--- config.mk ---
export PLATFORM = sky130hd
export DESIGN_NAME = audio_output_clip_stage
export DESIGN_NICKNAME = d
export VERILOG_FILES = /design/src/design/aocs_pkg.sv /design/src/design/audio_output_clip_stage.sv /design/src/design/aocs_serial_mult.sv /design/src/design/aocs_serial_div.sv /design/src/design/aocs_convert.sv /design/src/design/aocs_peak_meter.sv
export SDC_FILE = /design/constraint.sdc
export NUM_CORES = 2
export LEC_CHECK = 0
export BUFFER_PORTS_ARGS = -buffer_cell sky130_fd_sc_hd__buf_2
export CORE_AREA = 2 2 257 449
export DETAILED_ROUTE_END_ITERATION = 6
export DIE_AREA = 0 0 259 451
export PLACE_DENSITY_LB_ADDON = 0.08
export SKIP_LAST_GASP = 1
export SLEW_MARGIN = 20
export SYNTH_ARGS = -nofsm -noshare
export SYNTH_HDL_FRONTEND = slang
export SYNTH_SLANG_ARGS = --single-unit
--- constraint.sdc ---
create_clock -name aclk -period 5.85 [get_ports aclk]
set_input_delay 0.2925 -clock aclk [delete_from_list [all_inputs] [get_ports aclk]]
set_output_delay 0.2925 -clock aclk [all_outputs]
set_load 0.01 [all_outputs]
--- src/design/aocs_pkg.sv ---
// aocs_pkg: shared widths, fixed-point constants, codes and types of the audio output clip stage
// no dependencies; imported by every module of the block

package aocs_pkg;

    // input field widths
    localparam int SAMPLE_W  = 27;
    localparam int GAIN_W    = 16;
    localparam int MODE_W    = 2;
    localparam int S_TDATA_W = ((3 * SAMPLE_W + GAIN_W + 7) / 8) * 8;

    // configuration port
    localparam int CFG_INDEX_W = 2;
    localparam int CFG_DATA_W  = 16;
    localparam logic [CFG_INDEX_W-1:0] CFG_OUTPUT_MODE = 2'd0;
    localparam logic [CFG_INDEX_W-1:0] CFG_VOLUME_GAIN = 2'd1;
    localparam logic [GAIN_W-1:0]      VOLUME_RESET    = 16'd16384;

    // converter datapath widths
    localparam int MAG_W     = SAMPLE_W;        // |sample| up to 2^26
    localparam int A_W       = 28;              // volume scaled magnitude
    localparam int C_W       = 23;              // clipped magnitude, always below 2^23
    localparam int VOL_SHIFT = 14;              // Q2.14 volume
    localparam int MC_W      = 28;              // serial multiplier multiplicand
    localparam int ML_W      = 24;              // serial multiplier multiplier
    localparam int PROD_W    = MC_W + ML_W;
    localparam int DEN_W     = 29;              // divider denominator
    localparam int Q_W       = 23;              // divider quotient
    localparam int V_W       = 39;              // clipped magnitude times fade
    localparam int VLO_W     = 19;
    localparam int VHI_W     = V_W - VLO_W;

    // Q.23 constants of the soft clip curve
    localparam logic [A_W-1:0]   KNEE_Q23   = 28'd7957433;
    localparam logic [A_W-1:0]   OFFSET_Q23 = 28'd7704013;
    localparam logic [ML_W-1:0]  CEIL_Q23   = 24'd8220836;
    localparam logic [DEN_W-1:0] SOFT_Q23   = 29'd8389;

    // peak meter
    localparam int PEAK_W = 26;
    localparam logic [PEAK_W-1:0] LED_Q23 = 26'd7549747;

    typedef enum logic [MODE_W-1:0] {
        MODE_STEREO   = 2'd0,
        MODE_LINE     = 2'd1,
        MODE_BALANCED = 2'd2,
        MODE_MONITOR  = 2'd3
    } output_mode_t;

    typedef enum logic [2:0] {
        LANE_IDLE,
        LANE_MUL_VOL,
        LANE_KNEE,
        LANE_MUL_CEIL,
        LANE_DIV,
        LANE_MUL_FADE,
        LANE_SCALE_MUL,
        LANE_SCALE_SUM
    } lane_state_t;

    typedef struct packed {
        logic busy;
        logic clip;
    } lane_status_t;

endpackage

--- src/design/audio_output_clip_stage.sv ---
// audio_output_clip_stage: top level; two conversion lanes run in parallel, then output routing
// each lane runs its 24-step serial multiplier in two passes, or three with its 23-step divider
// in series when the lane clips; a new input beat is taken only once both lanes are done and
// the result beat is loaded; the next input overlaps the output wait
// reset: synchronous active low; mode stereo, volume unity, peak, count and led cleared
// depends on aocs_pkg, aocs_convert and aocs_peak_meter

module audio_output_clip_stage import aocs_pkg::*; #(
    parameter int WINDOW_BITS = 9,
    parameter int OUT_WIDTH   = 24
) (
    input  logic                       aclk,
    input  logic                       aresetn,
    // config write channel
    input  logic                       cfg_valid,
    output logic                       cfg_ready,
    input  logic [CFG_INDEX_W-1:0]     cfg_index,
    input  logic [CFG_DATA_W-1:0]      cfg_data,
    // input stream
    input  logic                       s_tvalid,
    output logic                       s_tready,
    // tdata: left_sample, right_sample, monitor_sample, fade_gain, zero pad
    input  logic [S_TDATA_W-1:0]       s_tdata,
    // output stream
    output logic                       m_tvalid,
    input  logic                       m_tready,
    // tdata: left_out, right_out, zero pad
    output logic [((2*OUT_WIDTH+7)/8)*8-1:0] m_tdata,
    // tuser: clipped, peak_led
    output logic [1:0]                 m_tuser
);

    localparam int M_TDATA_W = ((2 * OUT_WIDTH + 7) / 8) * 8;

    output_mode_t              mode_reg;
    logic [GAIN_W-1:0]         vol_reg;
    logic                      busy_reg;
    logic                      m_valid_reg;
    logic signed [OUT_WIDTH-1:0] m_left_reg, m_right_reg;
    logic                      m_clip_reg, m_led_reg;

    logic                      accept;
    logic                      finish;
    logic signed [SAMPLE_W-1:0] left_sample, right_sample, monitor_sample;
    logic signed [SAMPLE_W-1:0] lane_a_sample;
    logic [GAIN_W-1:0]         fade_gain;
    lane_status_t              lane_a_status, lane_b_status;
    logic signed [OUT_WIDTH-1:0] lane_a_value, lane_b_value;
    logic signed [OUT_WIDTH-1:0] left_route, right_route;
    logic                      led;

    assign left_sample    = s_tdata[0 +: SAMPLE_W];
    assign right_sample   = s_tdata[SAMPLE_W +: SAMPLE_W];
    assign monitor_sample = s_tdata[2*SAMPLE_W +: SAMPLE_W];
    assign fade_gain      = s_tdata[3*SAMPLE_W +: GAIN_W];

    assign s_tready = !busy_reg;
    assign accept   = s_tvalid && !busy_reg;
    assign finish   = busy_reg && !lane_a_status.busy && !lane_b_status.busy
                      && (!m_valid_reg || m_tready);

    // in monitor mode lane a converts the monitor sample and its clip is reported
    assign lane_a_sample = (mode_reg == MODE_MONITOR) ? monitor_sample : left_sample;

    aocs_convert #(.OUT_W(OUT_WIDTH)) u_lane_a (
        .aclk      (aclk),
        .aresetn   (aresetn),
        .start     (accept),
        .sample    (lane_a_sample),
        .vol_gain  (vol_reg),
        .fade_gain (fade_gain),
        .status    (lane_a_status),
        .value     (lane_a_value)
    );

    aocs_convert #(.OUT_W(OUT_WIDTH)) u_lane_b (
        .aclk      (aclk),
        .aresetn   (aresetn),
        .start     (accept),
        .sample    (right_sample),
        .vol_gain  (vol_reg),
        .fade_gain (fade_gain),
        .status    (lane_b_status),
        .value     (lane_b_value)
    );

    aocs_peak_meter #(.WINDOW_BITS(WINDOW_BITS)) u_peak (
        .aclk    (aclk),
        .aresetn (aresetn),
        .strobe  (accept),
        .sample  (left_sample),
        .led     (led)
    );

    always_comb begin
        left_route  = lane_a_value;
        right_route = lane_b_value;
        unique case (mode_reg)
            MODE_STEREO:   ;
            MODE_LINE: begin
                left_route  = lane_a_value >>> 1;
                right_route = lane_b_value >>> 1;
            end
            MODE_BALANCED: right_route = OUT_WIDTH'(0) - lane_a_value;
            MODE_MONITOR:  ;
            default:       ;
        endcase
    end

    always_ff @(posedge aclk) begin
        if (!aresetn) begin
            mode_reg <= MODE_STEREO;
            vol_reg  <= VOLUME_RESET;
        end else if (cfg_valid) begin
            unique case (cfg_index)
                CFG_OUTPUT_MODE: mode_reg <= output_mode_t'(cfg_data[MODE_W-1:0]);
                CFG_VOLUME_GAIN: vol_reg  <= cfg_data[GAIN_W-1:0];
                default:         ;
            endcase
        end
    end

    always_ff @(posedge aclk) begin
        if (!aresetn) begin
            busy_reg    <= 1'b0;
            m_valid_reg <= 1'b0;
        end else begin
            if (accept) begin
                busy_reg <= 1'b1;
            end else if (finish) begin
                busy_reg <= 1'b0;
            end
            if (finish) begin
                m_valid_reg <= 1'b1;
            end else if (m_tready) begin
                m_valid_reg <= 1'b0;
            end
        end
    end

    // result beat register, loaded when both lanes are done and the slot is free
    always_ff @(posedge aclk) begin
        if (finish) begin
            m_left_reg  <= left_route;
            m_right_reg <= right_route;
            m_clip_reg  <= lane_a_status.clip;
            m_led_reg   <= led;
        end
    end

    assign cfg_ready = 1'b1;
    assign m_tvalid  = m_valid_reg;
    assign m_tdata   = M_TDATA_W'({m_right_reg, m_left_reg});
    assign m_tuser   = {m_led_reg, m_clip_reg};

endmodule

--- src/design/aocs_serial_mult.sv ---
// aocs_serial_mult: radix-2 shift-add multiplier, one multiplier bit per cycle
// depends on aocs_pkg for operand widths

module aocs_serial_mult import aocs_pkg::*; (
    input  logic              aclk,
    input  logic              aresetn,
    input  logic              start,
    input  logic [MC_W-1:0]   mcand,
    input  logic [ML_W-1:0]   mlier,
    output logic              busy,
    output logic [PROD_W-1:0] product
);

    localparam int CNT_W = $clog2(ML_W + 1);

    logic [PROD_W-1:0] p_reg, p_next;
    logic [MC_W-1:0]   mc_reg, mc_next;
    logic [CNT_W-1:0]  cnt_reg, cnt_next;
    logic              busy_reg, busy_next;
    logic [MC_W:0]     sum;

    // upper half accumulates, multiplier bits shift out of the low end
    assign sum = {1'b0, p_reg[PROD_W-1:ML_W]} + (p_reg[0] ? {1'b0, mc_reg} : '0);

    always_comb begin
        p_next    = p_reg;
        mc_next   = mc_reg;
        cnt_next  = cnt_reg;
        busy_next = busy_reg;
        if (start) begin
            p_next    = {{MC_W{1'b0}}, mlier};
            mc_next   = mcand;
            cnt_next  = CNT_W'(ML_W);
            busy_next = 1'b1;
        end else if (busy_reg) begin
            p_next    = {sum, p_reg[ML_W-1:1]};
            cnt_next  = cnt_reg - 1'b1;
            busy_next = (cnt_reg != CNT_W'(1));
        end
    end

    always_ff @(posedge aclk) begin
        if (!aresetn) begin
            busy_reg <= 1'b0;
            cnt_reg  <= '0;
        end else begin
            busy_reg <= busy_next;
            cnt_reg  <= cnt_next;
        end
    end

    always_ff @(posedge aclk) begin
        p_reg  <= p_next;
        mc_reg <= mc_next;
    end

    assign busy    = busy_reg;
    assign product = p_reg;

endmodule

--- src/design/aocs_serial_div.sv ---
// aocs_serial_div: restoring divider, one quotient bit per cycle
// depends on aocs_pkg; expects the numerator's upper part below the denominator

module aocs_serial_div import aocs_pkg::*; (
    input  logic              aclk,
    input  logic              aresetn,
    input  logic              start,
    input  logic [PROD_W-1:0] num,
    input  logic [DEN_W-1:0]  den,
    output logic              busy,
    output logic [Q_W-1:0]    quotient
);

    localparam int CNT_W = $clog2(Q_W + 1);

    logic [DEN_W-1:0] rem_reg, rem_next;
    logic [Q_W-1:0]   q_reg, q_next;
    logic [DEN_W-1:0] den_reg, den_next;
    logic [CNT_W-1:0] cnt_reg, cnt_next;
    logic             busy_reg, busy_next;
    logic [DEN_W:0]   shifted;
    logic [DEN_W:0]   diff;
    logic             ge;

    // numerator low bits shift out of the top of q_reg into the remainder, quotient bits enter below
    assign shifted = {rem_reg, q_reg[Q_W-1]};
    assign ge      = (shifted >= {1'b0, den_reg});
    assign diff    = shifted - {1'b0, den_reg};

    always_comb begin
        rem_next  = rem_reg;
        q_next    = q_reg;
        den_next  = den_reg;
        cnt_next  = cnt_reg;
        busy_next = busy_reg;
        if (start) begin
            rem_next  = num[Q_W +: DEN_W];
            q_next    = num[Q_W-1:0];
            den_next  = den;
            cnt_next  = CNT_W'(Q_W);
            busy_next = 1'b1;
        end else if (busy_reg) begin
            rem_next  = ge ? diff[DEN_W-1:0] : shifted[DEN_W-1:0];
            q_next    = {q_reg[Q_W-2:0], ge};
            cnt_next  = cnt_reg - 1'b1;
            busy_next = (cnt_reg != CNT_W'(1));
        end
    end

    always_ff @(posedge aclk) begin
        if (!aresetn) begin
            busy_reg <= 1'b0;
            cnt_reg  <= '0;
        end else begin
            busy_reg <= busy_next;
            cnt_reg  <= cnt_next;
        end
    end

    always_ff @(posedge aclk) begin
        rem_reg <= rem_next;
        q_reg   <= q_next;
        den_reg <= den_next;
    end

    assign busy     = busy_reg;
    assign quotient = q_reg;

endmodule

--- src/design/aocs_convert.sv ---
// aocs_convert: one conversion lane: volume, rational soft clip, fade and full-scale output
// depends on aocs_pkg, aocs_serial_mult and aocs_serial_div

module aocs_convert import aocs_pkg::*; #(
    parameter int OUT_W = 24
) (
    input  logic                     aclk,
    input  logic                     aresetn,
    input  logic                     start,
    input  logic signed [SAMPLE_W-1:0] sample,
    input  logic [GAIN_W-1:0]        vol_gain,
    input  logic [GAIN_W-1:0]        fade_gain,
    output lane_status_t             status,
    output logic signed [OUT_W-1:0]  value
);

    localparam int K     = OUT_W - 1;           // full scale is 2^K - 1
    localparam int HI_W  = VHI_W + K;
    localparam int LO_W  = VLO_W + K;
    localparam int SUM_W = HI_W + 1;
    localparam int R_W   = SUM_W - VLO_W;

    lane_state_t state_reg, state_next;

    logic                    neg_reg, neg_next;
    logic                    clip_reg, clip_next;
    logic [GAIN_W-1:0]       fade_reg, fade_next;
    logic [A_W-1:0]          a_reg, a_next;
    logic [DEN_W-1:0]        den_reg, den_next;
    logic [V_W-1:0]          v_reg, v_next;
    logic [HI_W-1:0]         hi_reg, hi_next;
    logic [K-1:0]            lo_reg, lo_next;
    logic signed [OUT_W-1:0] value_reg, value_next;

    logic              mul_start, mul_busy;
    logic [MC_W-1:0]   mul_mcand;
    logic [ML_W-1:0]   mul_mlier;
    logic [PROD_W-1:0] mul_product;
    logic              div_start, div_busy;
    logic [Q_W-1:0]    div_quotient;

    logic [SAMPLE_W-1:0] sample_u;
    logic [MAG_W-1:0]    mag;
    logic [A_W-1:0]      b_val;
    logic [VHI_W-1:0]    v_hi;
    logic [VLO_W-1:0]    v_lo;
    logic [HI_W-1:0]     hi_full;
    logic [LO_W-1:0]     lo_full;
    logic [SUM_W-1:0]    sum;
    logic [R_W-1:0]      r_val;
    logic [K-1:0]        r_sat;
    logic [OUT_W-1:0]    mag_o;

    aocs_serial_mult u_mult (
        .aclk    (aclk),
        .aresetn (aresetn),
        .start   (mul_start),
        .mcand   (mul_mcand),
        .mlier   (mul_mlier),
        .busy    (mul_busy),
        .product (mul_product)
    );

    aocs_serial_div u_div (
        .aclk     (aclk),
        .aresetn  (aresetn),
        .start    (div_start),
        .num      (mul_product),
        .den      (den_reg),
        .busy     (div_busy),
        .quotient (div_quotient)
    );

    assign sample_u = sample;
    assign mag      = sample_u[SAMPLE_W-1] ? (MAG_W'(0) - sample_u) : sample_u;
    assign b_val    = a_reg - OFFSET_Q23;

    // times (2^K - 1) as a shift and subtract, low part truncated as in the split product
    assign v_hi    = v_reg[V_W-1:VLO_W];
    assign v_lo    = v_reg[VLO_W-1:0];
    assign hi_full = {v_hi, {K{1'b0}}} - HI_W'(v_hi);
    assign lo_full = {v_lo, {K{1'b0}}} - LO_W'(v_lo);

    assign sum   = SUM_W'(hi_reg) + SUM_W'(lo_reg);
    assign r_val = sum[SUM_W-1:VLO_W];
    assign r_sat = (r_val > {2'b00, {K{1'b1}}}) ? {K{1'b1}} : r_val[K-1:0];
    assign mag_o = {1'b0, r_sat};

    always_comb begin
        state_next = state_reg;
        neg_next   = neg_reg;
        clip_next  = clip_reg;
        fade_next  = fade_reg;
        a_next     = a_reg;
        den_next   = den_reg;
        v_next     = v_reg;
        hi_next    = hi_reg;
        lo_next    = lo_reg;
        value_next = value_reg;
        mul_start  = 1'b0;
        mul_mcand  = '0;
        mul_mlier  = '0;
        div_start  = 1'b0;
        unique case (state_reg)
            LANE_IDLE: begin
                if (start) begin
                    neg_next   = sample_u[SAMPLE_W-1];
                    fade_next  = fade_gain;
                    clip_next  = 1'b0;
                    mul_start  = 1'b1;
                    mul_mcand  = MC_W'(mag);
                    mul_mlier  = ML_W'(vol_gain);
                    state_next = LANE_MUL_VOL;
                end
            end
            LANE_MUL_VOL: begin
                if (!mul_busy) begin
                    a_next     = mul_product[VOL_SHIFT +: A_W];
                    state_next = LANE_KNEE;
                end
            end
            LANE_KNEE: begin
                mul_start = 1'b1;
                if (a_reg > KNEE_Q23) begin
                    clip_next  = 1'b1;
                    den_next   = DEN_W'(b_val) + SOFT_Q23;
                    mul_mcand  = MC_W'(b_val);
                    mul_mlier  = CEIL_Q23;
                    state_next = LANE_MUL_CEIL;
                end else begin
                    // below the knee the magnitude passes straight to the fade
                    mul_mcand  = MC_W'(a_reg[C_W-1:0]);
                    mul_mlier  = ML_W'(fade_reg);
                    state_next = LANE_MUL_FADE;
                end
            end
            LANE_MUL_CEIL: begin
                if (!mul_busy) begin
                    div_start  = 1'b1;
                    state_next = LANE_DIV;
                end
            end
            LANE_DIV: begin
                if (!div_busy) begin
                    mul_start  = 1'b1;
                    mul_mcand  = MC_W'(div_quotient);
                    mul_mlier  = ML_W'(fade_reg);
                    state_next = LANE_MUL_FADE;
                end
            end
            LANE_MUL_FADE: begin
                if (!mul_busy) begin
                    v_next     = mul_product[V_W-1:0];
                    state_next = LANE_SCALE_MUL;
                end
            end
            LANE_SCALE_MUL: begin
                hi_next    = hi_full;
                lo_next    = lo_full[LO_W-1:VLO_W];
                state_next = LANE_SCALE_SUM;
            end
            LANE_SCALE_SUM: begin
                value_next = neg_reg ? (OUT_W'(0) - mag_o) : mag_o;
                state_next = LANE_IDLE;
            end
            default: state_next = LANE_IDLE;
        endcase
    end

    always_ff @(posedge aclk) begin
        if (!aresetn) begin
            state_reg <= LANE_IDLE;
        end else begin
            state_reg <= state_next;
        end
    end

    always_ff @(posedge aclk) begin
        neg_reg   <= neg_next;
        clip_reg  <= clip_next;
        fade_reg  <= fade_next;
        a_reg     <= a_next;
        den_reg   <= den_next;
        v_reg     <= v_next;
        hi_reg    <= hi_next;
        lo_reg    <= lo_next;
        value_reg <= value_next;
    end

    assign status.busy = (state_reg != LANE_IDLE);
    assign status.clip = clip_reg;
    assign value       = value_reg;

endmodule

--- src/design/aocs_peak_meter.sv ---
// aocs_peak_meter: windowed peak of the raw left magnitude driving the level led
// depends on aocs_pkg for the peak width and threshold

module aocs_peak_meter import aocs_pkg::*; #(
    parameter int WINDOW_BITS = 9
) (
    input  logic                       aclk,
    input  logic                       aresetn,
    input  logic                       strobe,
    input  logic signed [SAMPLE_W-1:0] sample,
    output logic                       led
);

    logic [PEAK_W-1:0]      peak_reg;
    logic [WINDOW_BITS-1:0] count_reg;
    logic                   led_reg;

    logic [SAMPLE_W-1:0]    sample_u;
    logic [MAG_W-1:0]       mag;
    logic [PEAK_W-1:0]      mag_sat;
    logic [PEAK_W-1:0]      peak_upd;
    logic [WINDOW_BITS-1:0] count_inc;

    assign sample_u  = sample;
    assign mag       = sample_u[SAMPLE_W-1] ? (MAG_W'(0) - sample_u) : sample_u;
    // full negative input does not fit the peak register
    assign mag_sat   = mag[MAG_W-1] ? {PEAK_W{1'b1}} : mag[PEAK_W-1:0];
    assign peak_upd  = (mag_sat > peak_reg) ? mag_sat : peak_reg;
    assign count_inc = count_reg + 1'b1;

    always_ff @(posedge aclk) begin
        if (!aresetn) begin
            peak_reg  <= '0;
            count_reg <= '0;
            led_reg   <= 1'b0;
        end else if (strobe) begin
            count_reg <= count_inc;
            if (count_inc == '0) begin
                led_reg  <= (peak_upd > LED_Q23);
                peak_reg <= '0;
            end else begin
                peak_reg <= peak_upd;
            end
        end
    end

    assign led = led_reg;

endmodule
# Yosys cells after proc, flatten, opt, wreduce, memory -nomap -nowiden
# Cells that the tools add are included.
[word_totals]
register_bits = 865
inputBits = 127
output_inout_bits = 53
word_cells = 254
[classes]
n_addsub = 25
n_lt_le_gt_ge = 8
eq_ne = 33
n_mux = 89
bitwise_logic = 3
reduce_logical = 40
[ops]
columns = ["op", "count"]
rows = [
  ["$mux W23", 13],
  ["$mux W29", 6],
  ["$pmux W28 S3", 2],
  ["$mux W27", 6],
  ["$pmux W24 S3", 2],
  ["$mux W28", 4],
  ["$mux W24", 4],
  ["$add A43 B23 Y44", 2],
  ["$sub A43 B20 Y43", 2],
  ["$sub A42 B19 Y42", 2],
  ["$sub A1 B27 Y27 const A", 3],
  ["$mux W26", 3],
  ["$ge A30 B29 Y1", 2],
  ["$add A28 B14 Y29 const B", 2],
  ["$add A28 B28 Y29", 2],
  ["$sub A29 B29 Y29", 2],
  ["$gt A28 B23 Y1 const B", 2],
  ["$sub A28 B23 Y28 const B", 2],
  ["$gt A25 B23 Y1 const B", 2],
  ["$mux W16", 3],
  ["$pmux W24 S2", 1],
  ["$pmux W3 S8", 2],
  ["$sub A1 B23 Y24 const A", 2],
  ["$mux W5", 8],
  ["other kinds (30)", 119],
]

# Longest topological paths before layout
[depth]
word_depth = 7
ltp_mapped = 21
mapped_depth_nobuf = 20

# By module
# Synthesis repeated with hierarchy kept, for this count alone.
[unflattened]
cells_unflattened = 5041
area_unflattened_um2 = 52364.0
[by_module_without_submodules]
columns = ["module", "n_inst", "cells_per_inst", "area_each_um2"]
rows = [
  ["aocs_convert (u_lane_b)", 1, 1191, 12470.7],
  ["aocs_convert (u_lane_a)", 1, 1189, 12331.8],
  ["aocs_serial_mult", 2, 458, 4755.8],
  ["aocs_serial_div (u_lane_a.u_div)", 1, 482, 5444.0],
  ["aocs_serial_div (u_lane_b.u_div)", 1, 459, 5241.3],
  ["audio_output_clip_stage", 1, 341, 3764.9],
  ["aocs_peak_meter", 1, 463, 3599.7],
]

# Worst setup path before layout
# OpenSTA, ideal clock, no wires.
[synth_timing]
path_type = "flip-flop to flip-flop"
start = "register mode_reg[0]"
end = "register u_lane_a.u_mult.mc_reg[24], data pin"
setup_ps = 271
t_arrival_ps = 4132
slack_ps = 1447
path_stages_with_launch = 19
synth_period_minus_slack_ps = 4403
cell_sequence = "dfxtp_1 > ha_1 > clkbuf_1 > buf_2 > buf_1 > buf_1 > clkbuf_1 > buf_2 > mux2i_1 > ha_1 > o21ai_0 > nor3_1 > and3_1 > nand2_1 > nor2_1 > nand3_1 > o21ai_0 > xnor2_1 > o22ai_1"
[synth_via]
elab_chain_len = 6
[synth_rtl]
columns = ["item", "line", "source"]
rows = [
  ["start, declared", "audio_output_clip_stage.sv:35", "output_mode_t mode_reg;"],
  ["start signal, assigned", "audio_output_clip_stage.sv:116", "CFG_OUTPUT_MODE: mode_reg <= output_mode_t'(cfg_data[MODE_W-1:0]);"],
  ["$eq A2 B2 Y1 *", "audio_output_clip_stage.sv:63", "assign lane_a_sample = (mode_reg == MODE_MONITOR) ? monitor_sample : left_sample;"],
  ["$mux W27 *", "audio_output_clip_stage.sv:63", ""],
  ["$sub A1 B27 Y27", "aocs_convert.sv:75", "assign mag = sample_u[SAMPLE_W-1] ? (MAG_W'(0) - sample_u) : sample_u;"],
  ["$mux W27 *", "aocs_convert.sv:75", ""],
  ["$mux W27 *", "aocs_convert.sv:106", "if (start) begin"],
  ["$pmux W28 S3 *", "aocs_convert.sv:104", "unique case (state_reg)"],
  ["via u_lane_a.mul_mcand[24]", "aocs_convert.sv:36", "logic [MC_W-1:0] mul_mcand;"],
  ["end signal, assigned", "aocs_serial_mult.sv:54", "mc_reg <= mc_next;"],
  ["end, declared", "aocs_serial_mult.sv:17", "logic [MC_W-1:0] mc_reg, mc_next;"],
]
# Mark *: on every way through the listed nets, which the timed path passes. The rest lies on a longest branch.
# A chain may end at the register's enable or synchronous reset.

# Worst setup path after layout
[layout_timing]
start = "register u_lane_b.u_div.q_reg[22] (netlist: u_lane_b.u_div.quotient[22])"
end = "register u_lane_b.u_div.rem_reg[27], data pin"
[layout_via]
elab_chain_len = 4
word_cells_on_any_way = 5
classes_between = "add/sub: 1; order compare: 1; mux: 3"
[layout_rtl]
columns = ["item", "line", "source"]
rows = [
  ["start, declared", "aocs_serial_div.sv:17", "logic [Q_W-1:0] q_reg, q_next;"],
  ["start signal, assigned", "aocs_serial_div.sv:62", "q_reg <= q_next;"],
  ["$sub A29 B29 Y29 or $ge A30 B29 Y1 (tied branches)", "aocs_serial_div.sv:28, aocs_serial_div.sv:27", ""],
  ["$mux W29 *", "aocs_serial_div.sv:43", "rem_next = ge ? diff[DEN_W-1:0] : shifted[DEN_W-1:0];"],
  ["$mux W29 *", "aocs_serial_div.sv:42", "end else if (busy_reg) begin"],
  ["$mux W29 *", "aocs_serial_div.sv:36", "if (start) begin"],
  ["via u_lane_b.u_div.rem_next[27]", "aocs_serial_div.sv:16", "logic [DEN_W-1:0] rem_reg, rem_next;"],
  ["end signal, assigned", "aocs_serial_div.sv:61", "rem_reg <= rem_next;"],
  ["end, declared", "aocs_serial_div.sv:16", ""],
]
# Mark *: on every way through the listed nets, which the timed path passes. The rest lies on a longest branch. The select of a mux whose other input is x is not followed.

==> metrics.log <==
INFO  metric total_power = 21,800 µW
INFO  metric holdCritStartpoint = s_tdata[39]
INFO  metric design_area = 0.0553 mm²
INFO  metric synth.ff_latch_count = 865
INFO  metric vias = 37,300
INFO  metric result_of_the_run = finished, final reports clean
INFO  metric hpwl = 115,000 µm
INFO  metric timing.fmax = 191 MHz
INFO  metric htreeDepth = 3
INFO  metric netlist.top_cell.by_area = edfxtp_1
INFO  metric synthArstFlopShare = 0%
INFO  metric cp_top_family = compound AO/OA/AOI/OAI gates
INFO  metric synth_warnings = 0
INFO  metric slew_headroom = 26.3%
INFO  metric initial_antenna_violation_count = 23
INFO  metric avgViaCountPerCell = 5.62
INFO  metric groute.layer.met1.usage = 26.3%
INFO  metric number_of_global_route_vias_before_repair = 37,500
INFO  metric worstHoldPathType = in -> reg
INFO  metric worst-slew-pin-transition = 1.10 ns
INFO  metric num-fill-cells = 10,600
INFO  metric reg2reg_from = u_lane_b.u_div.quotient[22]
INFO  metric post-synth-top-count-cell = edfxtp_1
INFO  metric grt_pass1_wl = 226,000 µm
INFO  metric floorplan.die.height = 451 µm
INFO  metric critical-path-max-stage-delay = 0.84 ns
INFO  metric final_cell_count_no_fill = 6,637
INFO  metric io_pins = 180
INFO  metric grt_max_degree = 73
INFO  metric synth-edff-count = 723
INFO  metric regToRegEndpoint = u_lane_b.u_div.rem_reg[27]
INFO  metric reg2reg_path_depth = 14
INFO  metric worst_hold_slack = 0.0625 ns
INFO  metric worstSetupEndpointType = flop
INFO  metric globalRoute.totalOverflow = 0
INFO  metric finalSetupViolCount = 0
INFO  metric detail_route.wirelength = 151,000 µm
INFO  metric die_w = 259 µm
INFO  metric synth.net_count = 5,264
INFO  metric drt_first_iter_violations = 2,081
INFO  metric place_area = 0.0519 mm²
INFO  metric die_area = 0.117 mm²
INFO  metric grt_most_used_layer = met2
INFO  metric timing.critical_path.mode_cell = o21ai_0
INFO  metric netlist_top_cells_count = edfxtp_1 (723), nand2_1 (568), nor2_1 (442), a21oi_1 (348), o21ai_0 (281)
INFO  metric clock_sink_count = 865
INFO  metric post-place-cells = 6,431
INFO  metric areaGrowthSynthToFinish = 11.8%
INFO  metric placement_rows = 164
INFO  metric insertion_delay = 0.69 ns
INFO  metric critical_path_required = 6.28 ns
INFO  metric hold-path-endpoint = u_lane_b.u_mult.mc_reg[12]
INFO  metric port_buffers = 171
INFO  metric setup-tns-final = 0 ns
INFO  metric finalNetCount = 5,399
INFO  metric cp-start-kind = flop
INFO  metric category_of_the_critical_setup_timing_path = reg -> reg
INFO  metric finalClockSkew = 0.0237 ns
INFO  metric ys.flop_type = edfxtp_1
INFO  metric initial_core_util = 43.6%
INFO  metric netlist.area_leader.share = 43.9%
INFO  metric post_synth.cell_area_avg = 10.0 µm²
INFO  metric maxSlewViolCount = 0
INFO  metric synth_area_leaders = edfxtp_1 (44%), dfxtp_1 (5.8%), ha_1 (5.3%)
INFO  metric rsz0062_at_grt = false
INFO  metric cts-buffers-inserted = 83
INFO  metric power.leakage = 0.0207 µW
INFO  metric number_of_endpoints_with_negative_hold_slack_in_the_final_report = 0
INFO  metric vdd_drop_max = 225 µV
INFO  metric clock-root-buffer = clkbuf_16
INFO  metric min_path_cells = 4
INFO  metric timing.max_cap.violations = 0
INFO  metric synth.distinct_cells = 93
INFO  metric remaining_drc_errors = 0
INFO  metric gate_count_after_technology_mapping = 4,924
INFO  metric floorplan.core_area = 0.113 mm²
INFO  metric worstPathArrival = 5.66 ns
INFO  metric tritoncts_clock_tree = yes
INFO  metric drt-wirelength-per-cell = 22.8 µm
INFO  metric crit_path_max_fanout = 12
INFO  metric grt.total_usage = 25.7%
INFO  metric grtUsageMet3 = 2.76%
INFO  metric cts.path.max_buffers = 3
INFO  metric seq_area_frac_synth = 49.7%
INFO  metric setup.reg_to_reg.worst_slack = 0.62 ns
INFO  metric cp_cell_sequence = inv_1 > ha_1 > fa_1 > nand2b_1 > a21boi_0 > o21ai_0 > a211oi_1 > o311ai_0 > a21oi_1 > o31a_1 > o21ai_0 > and2_1 > nor2_1 > a221o_1
INFO  metric grt.met2_usage = 50.0%
INFO  metric drt_first_pass_iters = 5
INFO  metric gp_congestion = 0.978
INFO  metric powerDensity = 395 mW/mm²
INFO  metric critical_path_buffers_and_inverters = 1
INFO  metric post_route_cells_drive_above_1_share = 9.87%
INFO  metric finalCritPeriodShare = 89.4%
INFO  metric clk_pin_slew = 0.07 ns
INFO  metric critical_path.slowest_cell = o311ai_0
INFO  metric ant_nets = 0
INFO  metric synth.cell_area = 0.0494 mm²
INFO  metric cts.repair_timing.setup_buffer_count = 0
INFO  metric final_period_minus_worst_setup_slack = 5.23 ns
==> per-stage QoR <==
step           setup slack [ns]  util [%]
2_1_floorplan              1.45         -
3_3_place_gp              0.618      45.7
3_5_place_dp              0.545      45.7
4_1_cts                   0.563      48.7
5_1_grt                   0.447      48.7
6_report                  0.620      48.7
==> cells by family after synthesis <==
| family | Yosys count | share of synthesized area [%] |
|---|---|---|
| AO/OA/AOI/OAI | 1152 | 14.7 |
| XOR/XNOR | 434 | 7.69 |
| adder cells (fa/ha/maj) | 214 | 5.47 |
| buffers and inverters | 431 | 3.34 |
| flip-flops | 865 | 49.7 |
| multiplexers | 129 | 2.70 |
| other | 1 | 0.00759 |
| AND/OR/NAND/NOR | 1698 | 16.4 |
==> layer usage <==
| metal | up-vias | wire length, µm |
|---|---|---|
| met3 | 290 | 5110 |
| met1 | 17900 | 53400 |
| li1 | 18200 | - |
| met5 | - | 21 |
| met4 | 4 | 8890 |
| met2 | 879 | 83700 |
==> power by group <==
group          leakage, µW  switching (µW)  internal (µW)  total, µW
registers          0.00779            1360           8330       9690
logic               0.0115            3860           2330       6190
clock network      0.00145            2540           3420       5960
==> final cells by class <==
| cell class | instances | area [µm²] | share of cell area (%) |
|---|---|---|---|
| diodes | 14 | 35.0 | 0.0634 |
| clock buffers | 105 | 2360 | 4.27 |
| multi-input cells | 3628 | 23300 | 42.2 |
| inverters | 209 | 785 | 1.42 |
| repair buffers | 272 | 1730 | 3.13 |
| flip-flops and latches | 865 | 24600 | 44.4 |
| clock inverters | 50 | 632 | 1.14 |
| well taps | 1494 | 1870 | 3.38 |
==> placed cells by master, fill, tap and decap left out, types with 32 or more instances in the layout <==
cell / n
a21o_1: 92
a21oi_1: 348
a22oi_1: 79
a31oi_1: 35
and2_1: 86
and3_1: 47
buf_2: 171
buf_4: 63
clkbuf_16: 89
dfxtp_1: 140
dlygate4sd3_1: 36
edfxtp_1: 723
ha_1: 207
inv_1: 200
mux2_2: 33
mux2i_1: 96
nand2_1: 568
nand2b_1: 50
nand3_1: 85
nand4_1: 41
nor2_1: 437
nor3_1: 99
nor4_1: 32
o21ai_0: 281
or3_1: 65
xnor2_1: 251
xor2_1: 183
==> worst max path at each step <==
stage	start	endpoint	slack (ns)	cells after the start
after floorplan	mode_reg[0]	u_lane_a.u_mult.mc_reg[24]	1.45	18
after global placement	u_lane_b.u_div.quotient[22]	u_lane_b.u_div.rem_reg[27]	0.62	14
after detailed placement	u_lane_b.u_div.quotient[22]	u_lane_b.u_div.rem_reg[27]	0.54	14
after CTS	u_lane_b.u_div.quotient[22]	u_lane_b.u_div.rem_reg[27]	0.56	14
after global routing	u_lane_b.u_div.quotient[22]	u_lane_b.u_div.rem_reg[27]	0.45	14
final	u_lane_b.u_div.quotient[22]	u_lane_b.u_div.rem_reg[27]	0.62	14
==> worst reg2reg max path: cells and delay by family (launching register included) <==
family	cells	cell delay, ns
adders and majority gates	2	0.39
AOI/OAI and AO/OA	8	2.93
buffers and inverters	1	0.08
and+or+nand+nor	3	1.12
DFF	1	0.44
==> timing repair <==
action	4_1_cts	5_1_grt
hold buffers	36	0
gates resized for setup	0	0
hold endpoints to repair	54	0
(Power assumes the default switching activity.)
